File: config.mk
export PLATFORM = sky130hd
export DESIGN_NAME = shpmf_ctrl
export DESIGN_NICKNAME = d
export VERILOG_FILES = /design/src/shpmf_pkg.sv /design/src/shpmf_ctrl.sv
export SDC_FILE = /design/constraint.sdc
export NUM_CORES = 1
export LEC_CHECK = 0
export ABC_CLOCK_PERIOD_IN_PS = 5400
export BUFFER_PORTS_ARGS = -buffer_cell sky130_fd_sc_hd__buf_2
export CORE_ASPECT_RATIO = 1.1
export CORE_UTILIZATION = 35
export DETAILED_ROUTE_END_ITERATION = 16
export SYNTH_ARGS = -nofsm -noshare
export SYNTH_HDL_FRONTEND = slang
export SYNTH_SLANG_ARGS = --single-unit
File: constraint.sdc
create_clock -name i_clk -period 5.4 [get_ports i_clk]
set_input_delay 0.81 -clock i_clk [delete_from_list [all_inputs] [get_ports i_clk]]
set_output_delay 0.81 -clock i_clk [all_outputs]
set_load 0.02 [all_outputs]
File: src/shpmf_pkg.sv
`timescale 1ns / 1ps
// Shared constants for the sample histogram block: default widths and item mode codes.
// No dependencies.
package shpmf_pkg;

    localparam int SAMPLE_BITS_DEF = 12;
    localparam int COUNT_BITS_DEF  = 10;

    localparam logic [1:0] MODE_ADD   = 2'd0;
    localparam logic [1:0] MODE_FETCH = 2'd1;
    localparam logic [1:0] MODE_CLEAR = 2'd2;

endpackage

File: src/shpmf_ctrl.sv
`timescale 1ns / 1ps
// Sequencer for the histogram: clearing sweep, read-modify-write of one bin, upward scan.
// Depends on shpmf_pkg; drives the ports of shpmf_bin_ram.
module shpmf_ctrl
    import shpmf_pkg::*;
#(
    parameter int SAMPLE_BITS = SAMPLE_BITS_DEF,
    parameter int COUNT_BITS  = COUNT_BITS_DEF
) (
    input  logic                   i_clk,
    input  logic                   i_rst_n,
    input  logic                   i_start,
    output logic                   o_busy,
    input  logic [1:0]             i_mode,
    input  logic [SAMPLE_BITS-1:0] i_sample,
    output logic                   o_valid,
    output logic [SAMPLE_BITS-1:0] o_bin_value,
    output logic [COUNT_BITS-1:0]  o_bin_count,
    output logic                   o_found,
    output logic                   o_we,
    output logic [SAMPLE_BITS-1:0] o_waddr,
    output logic [COUNT_BITS-1:0]  o_wdata,
    output logic [SAMPLE_BITS-1:0] o_raddr,
    input  logic [COUNT_BITS-1:0]  i_rdata
);

    localparam int PTR_BITS = SAMPLE_BITS + 1;
    localparam logic [COUNT_BITS-1:0]  COUNT_MAX = '1;
    localparam logic [SAMPLE_BITS-1:0] LAST_BIN  = '1;

    typedef enum logic [1:0] {ST_CLEAR, ST_IDLE, ST_ADD_WR, ST_SCAN} t_state;

    t_state                 r_state, n_state;
    logic [SAMPLE_BITS-1:0] r_clr_addr, n_clr_addr;
    logic [PTR_BITS-1:0]    r_ptr, n_ptr;
    logic [PTR_BITS-1:0]    r_scan, n_scan;
    logic [SAMPLE_BITS-1:0] r_add_addr, n_add_addr;
    logic                   r_valid, n_valid;
    logic                   r_found, n_found;
    logic [SAMPLE_BITS-1:0] r_bin_value, n_bin_value;
    logic [COUNT_BITS-1:0]  r_bin_count, n_bin_count;
    logic [PTR_BITS-1:0]    scan_next;
    logic                   accept;

    assign accept    = i_start && (r_state == ST_IDLE);
    assign scan_next = r_scan + PTR_BITS'(1);

    always_comb begin
        n_state     = r_state;
        n_clr_addr  = r_clr_addr;
        n_ptr       = r_ptr;
        n_scan      = r_scan;
        n_add_addr  = r_add_addr;
        n_valid     = 1'b0;
        n_found     = r_found;
        n_bin_value = r_bin_value;
        n_bin_count = r_bin_count;
        o_we        = 1'b0;
        o_waddr     = r_clr_addr;
        o_wdata     = '0;
        o_raddr     = r_ptr[SAMPLE_BITS-1:0];
        unique case (r_state)
            ST_CLEAR: begin
                o_we       = 1'b1;
                n_clr_addr = r_clr_addr + SAMPLE_BITS'(1);
                if (r_clr_addr == LAST_BIN) begin
                    n_state = ST_IDLE;
                end
            end
            ST_IDLE: begin
                if (accept) begin
                    unique case (i_mode)
                        MODE_ADD: begin
                            o_raddr    = i_sample;
                            n_add_addr = i_sample;
                            n_state    = ST_ADD_WR;
                        end
                        MODE_FETCH: begin
                            if (r_ptr[SAMPLE_BITS]) begin
                                n_valid     = 1'b1;
                                n_found     = 1'b0;
                                n_bin_value = '0;
                                n_bin_count = '0;
                            end else begin
                                n_scan  = r_ptr;
                                n_state = ST_SCAN;
                            end
                        end
                        MODE_CLEAR: begin
                            n_clr_addr = '0;
                            n_ptr      = '0;
                            n_state    = ST_CLEAR;
                        end
                        default: begin
                        end
                    endcase
                end
            end
            ST_ADD_WR: begin
                o_we    = 1'b1;
                o_waddr = r_add_addr;
                o_wdata = (i_rdata == COUNT_MAX) ? i_rdata : i_rdata + COUNT_BITS'(1);
                n_state = ST_IDLE;
            end
            ST_SCAN: begin
                if (i_rdata != '0) begin
                    n_valid     = 1'b1;
                    n_found     = 1'b1;
                    n_bin_value = r_scan[SAMPLE_BITS-1:0];
                    n_bin_count = i_rdata;
                    n_ptr       = scan_next;
                    n_state     = ST_IDLE;
                end else if (scan_next[SAMPLE_BITS]) begin
                    n_valid     = 1'b1;
                    n_found     = 1'b0;
                    n_bin_value = '0;
                    n_bin_count = '0;
                    n_ptr       = scan_next;
                    n_state     = ST_IDLE;
                end else begin
                    o_raddr = scan_next[SAMPLE_BITS-1:0];
                    n_scan  = scan_next;
                end
            end
            default: begin
            end
        endcase
    end

    always_ff @(posedge i_clk) begin
        if (!i_rst_n) begin
            r_state    <= ST_CLEAR;
            r_clr_addr <= '0;
            r_ptr      <= '0;
            r_valid    <= 1'b0;
        end else begin
            r_state    <= n_state;
            r_clr_addr <= n_clr_addr;
            r_ptr      <= n_ptr;
            r_valid    <= n_valid;
        end
        r_scan      <= n_scan;
        r_add_addr  <= n_add_addr;
        r_found     <= n_found;
        r_bin_value <= n_bin_value;
        r_bin_count <= n_bin_count;
    end

    assign o_busy      = (r_state != ST_IDLE);
    assign o_valid     = r_valid;
    assign o_found     = r_found;
    assign o_bin_value = r_bin_value;
    assign o_bin_count = r_bin_count;

    // an accepted add writes its bin back in the next cycle
    a_add_writes: assert property (@(posedge i_clk) disable iff (!i_rst_n)
        (accept && (i_mode == MODE_ADD)) |=> (o_we && (o_waddr == $past(i_sample))))
        else $error("add item not written back");

    a_valid_idle: assert property (@(posedge i_clk) disable iff (!i_rst_n)
        r_valid |-> (r_state == ST_IDLE))
        else $error("result strobe outside idle");

    a_found_nonzero: assert property (@(posedge i_clk) disable iff (!i_rst_n)
        (r_valid && r_found) |-> (r_bin_count != '0))
        else $error("empty bin reported as found");

    a_ptr_range: assert property (@(posedge i_clk) disable iff (!i_rst_n)
        r_ptr[SAMPLE_BITS] |-> (r_ptr[SAMPLE_BITS-1:0] == '0))
        else $error("scan pointer past end");

endmodule

==> results.yml <==
outcome:
  status: "completed"
logic_synthesis:
  yosys.area.top_type: "edfxtp_1"
  synth_top_flop_cell: "edfxtp_1"
  synthDistinctLibCells: 47
  synthMuxAreaShare: 0.0101
  ys_seq_area_frac: 0.498
  syn_area_um2: 3960
  syn-num-nets: 457
  yosys.area_share.adder: 0.0253
  synth_cells: 422
  synth_xor_area_frac: 0.0487
  synth_edf_count: 47
  async_flop_share: 0
  yosys_warnings: 0
  syn_area_per_cell_um2: 9.38
  synth_top_family_by_area: "simple AND/OR/NAND/NOR gates"
  synth_area_leaders: "edfxtp_1 36%, dfxtp_1 14%, nand2_1 7.7%"
  yosys.area_share.simple: 0.259
  synth_compound_gate_area_share: 0.126
  synth.top_cell.area_share: 0.357
  synth-seq-cells: 75
clock_tree:
  post_cts_buffers: 0
  cts_inserted_buffers: 9
  hold_buffers: 0
  clock_sinks: 75
  root_buffer: "clkbuf_16"
  clock_latency_ps: 330
  cts_resized: 0
  htreeDepth: 3
  cts_tree: "done"
  clk_pin_slew_worst_paths_ps: 60
  clk_path_buf_depth: 2
timing:
  min_period_over_period: 0.704
  slew_viol_final: 0
  hold_viol: 0
  timing.fmax_ghz: 0.263
  rsz0062_at_grt: "false"
  finClkSkew_ps: 8.94
  min_period_ps: 3800
  slew_headroom: 0.231
  worstMarginPinSlew_ps: 1150
  setup_slack_ps: 1600
  fin_setup_tns_ps: 0
  final-setup-viol-count: 0
worst_setup_path:
  timing.rr.start: "r_scan[0]"
  worstPathArrival_ps: 2990
  required_ps: 4590
  crit_path_start: "r_scan[0]"
  crit_fanout: 11
  rrSetupSlack_ps: 1930
  cp-end-kind: "output pin"
  worstSetupPathType: "reg -> out"
  start_kind: "flop"
drt:
  drt_pre_antenna_iters: 5
  post_drt_wl_per_cell_um: 15.9
  num_vias: 3421
  drc: 0
  dr.first_iter.drc_count: 185
  routed_wl_mm: 10.3
  vias_per_cell: 5.26
  ant_nets: 0
placement:
  place.gp.congestion: 0.860
  io_buffer_count: 86
  pre_cts_ws_ps: 1680
  hpwlAfterDp_mm: 7.39
global_routing:
  grt_pass1_wl_mm: 16.3
  grt.total_usage: 0.184
  grt.overflow.total: 0
  grt_max_degree: 29
  grt_pass1_vias: 3199
  antenna_found_initial: 0
floorplan:
  rows: 40
  start_util: 0.361
  ioPinCount: 87
  fp.dieW_um: 103
  core_area_um2: 11000
  die_h_um: 114
  die-area_um2: 11700
power:
  p_leak_nw: 2.01
  ir_drop_uv: 163
  cellPowerDensity_nw_per_um2: 252
cells_and_area:
  nets: 533
  final_common_cell: "buf_2"
  drive_gt1_frac: 0.217
  final_cell_mix: "86 x buf_2, 81 x nand2_1, 47 x edfxtp_1"
  n_antenna_cell: 0
  syn2layout_area_growth_pct: 20.4
flow_run:
  maxCapViolCount: 0
min_path:
  worstHoldPathType: "reg -> reg"
  hp-start: "r_ptr[1]"
[cell type report]
cell class	instances	area, um2
Multi-Input combinational cell	315	1860
Tap cell	147	184
Fill cell	1067	6200
Clock inverter	6	42.5
Timing Repair Buffer	88	445
Clock buffer	10	229
Sequential cell	75	1970
Inverter	9	33.8
[worst max-delay path, stage by stage (launching register included)]
cell and delay [ps]:
edfxtp_1 510, ha_1 300, nand2_1 160, nor4_1 550
or2_1 440, a21o_1 330, a221o_1 210, buf_2 160
[state kept, by name (all words and copies together), names as in the netlist]
signal	flops
o_bin_count	10
o_bin_value	12
o_found	1
o_valid	1
r_add_addr	12
r_clr_addr	12
r_ptr	13
r_scan	12
r_state	2
[layer usage]
metal | GRT usage | vias up | routed length, um
met2 | 0.296 | 125 | 4870
met3 | 0.0386 | 15 | 641
met4 | 0.0620 | 0 | 176
met1 | 0.245 | 1616 | 4660
met5 | 0 | - | 0
li1 | - | 1665 | -
[stage by stage]
step / hold slack, ps / power (mW) / util / cell area (um2) / std cells
finish: 484 / 1.20 / 0.435 / 4760 / 650
floorplan: 450 / 0.645 / - / 3960 / 422
CTS: 485 / 1.21 / 0.435 / 4760 / 650
detailed placement: 476 / 0.671 / 0.410 / 4490 / 634
global placement: 468 / 0.670 / 0.410 / 4490 / 634
global route: 497 / 1.24 / 0.435 / 4760 / 650
[power by group]
part / switching [mW] / internal [mW] / total, mW
registers: 0.00234 / 0.605 / 0.608
clock network: 0.230 / 0.311 / 0.541
logic: 0.0325 / 0.0189 / 0.0514
[cell usage after synthesis (3+ instances only)]
library cell,number
a21o_1,13
a21oi_1,12
a221o_1,3
a22o_1,6
a22oi_1,4
and2_1,5
and3_1,27
and4_1,3
clkbuf_1,19
dfxtp_1,28
edfxtp_1,47
ha_1,8
inv_1,7
mux2i_1,4
nand2_1,81
nand3_1,24
nand4_1,10
nor2_1,35
nor2b_1,6
nor3_1,6
o21ai_0,7
o21ai_1,11
o31ai_1,4
or3_1,3
xnor2_1,7
xor2_1,15
[logic make-up after synthesis]
| logic type | Yosys count |
|---|---|
| and+or+nand+nor | 209 |
| DFF | 75 |
| AOI/OAI and AO/OA | 72 |
| buffers and inverters | 32 |
| xor gates and xnor gates | 22 |
| adders and majority gates | 8 |
| muxes | 4 |
[worst paths after layout]
check                   endpoint  depth (start not counted)
hold reg to reg         r_ptr[1]                          2
setup reg to reg  o_bin_count[8]                          6
hold / removal          r_ptr[1]                          2
setup / recovery      o_raddr[1]                          7
(Power assumes the default switching activity.)
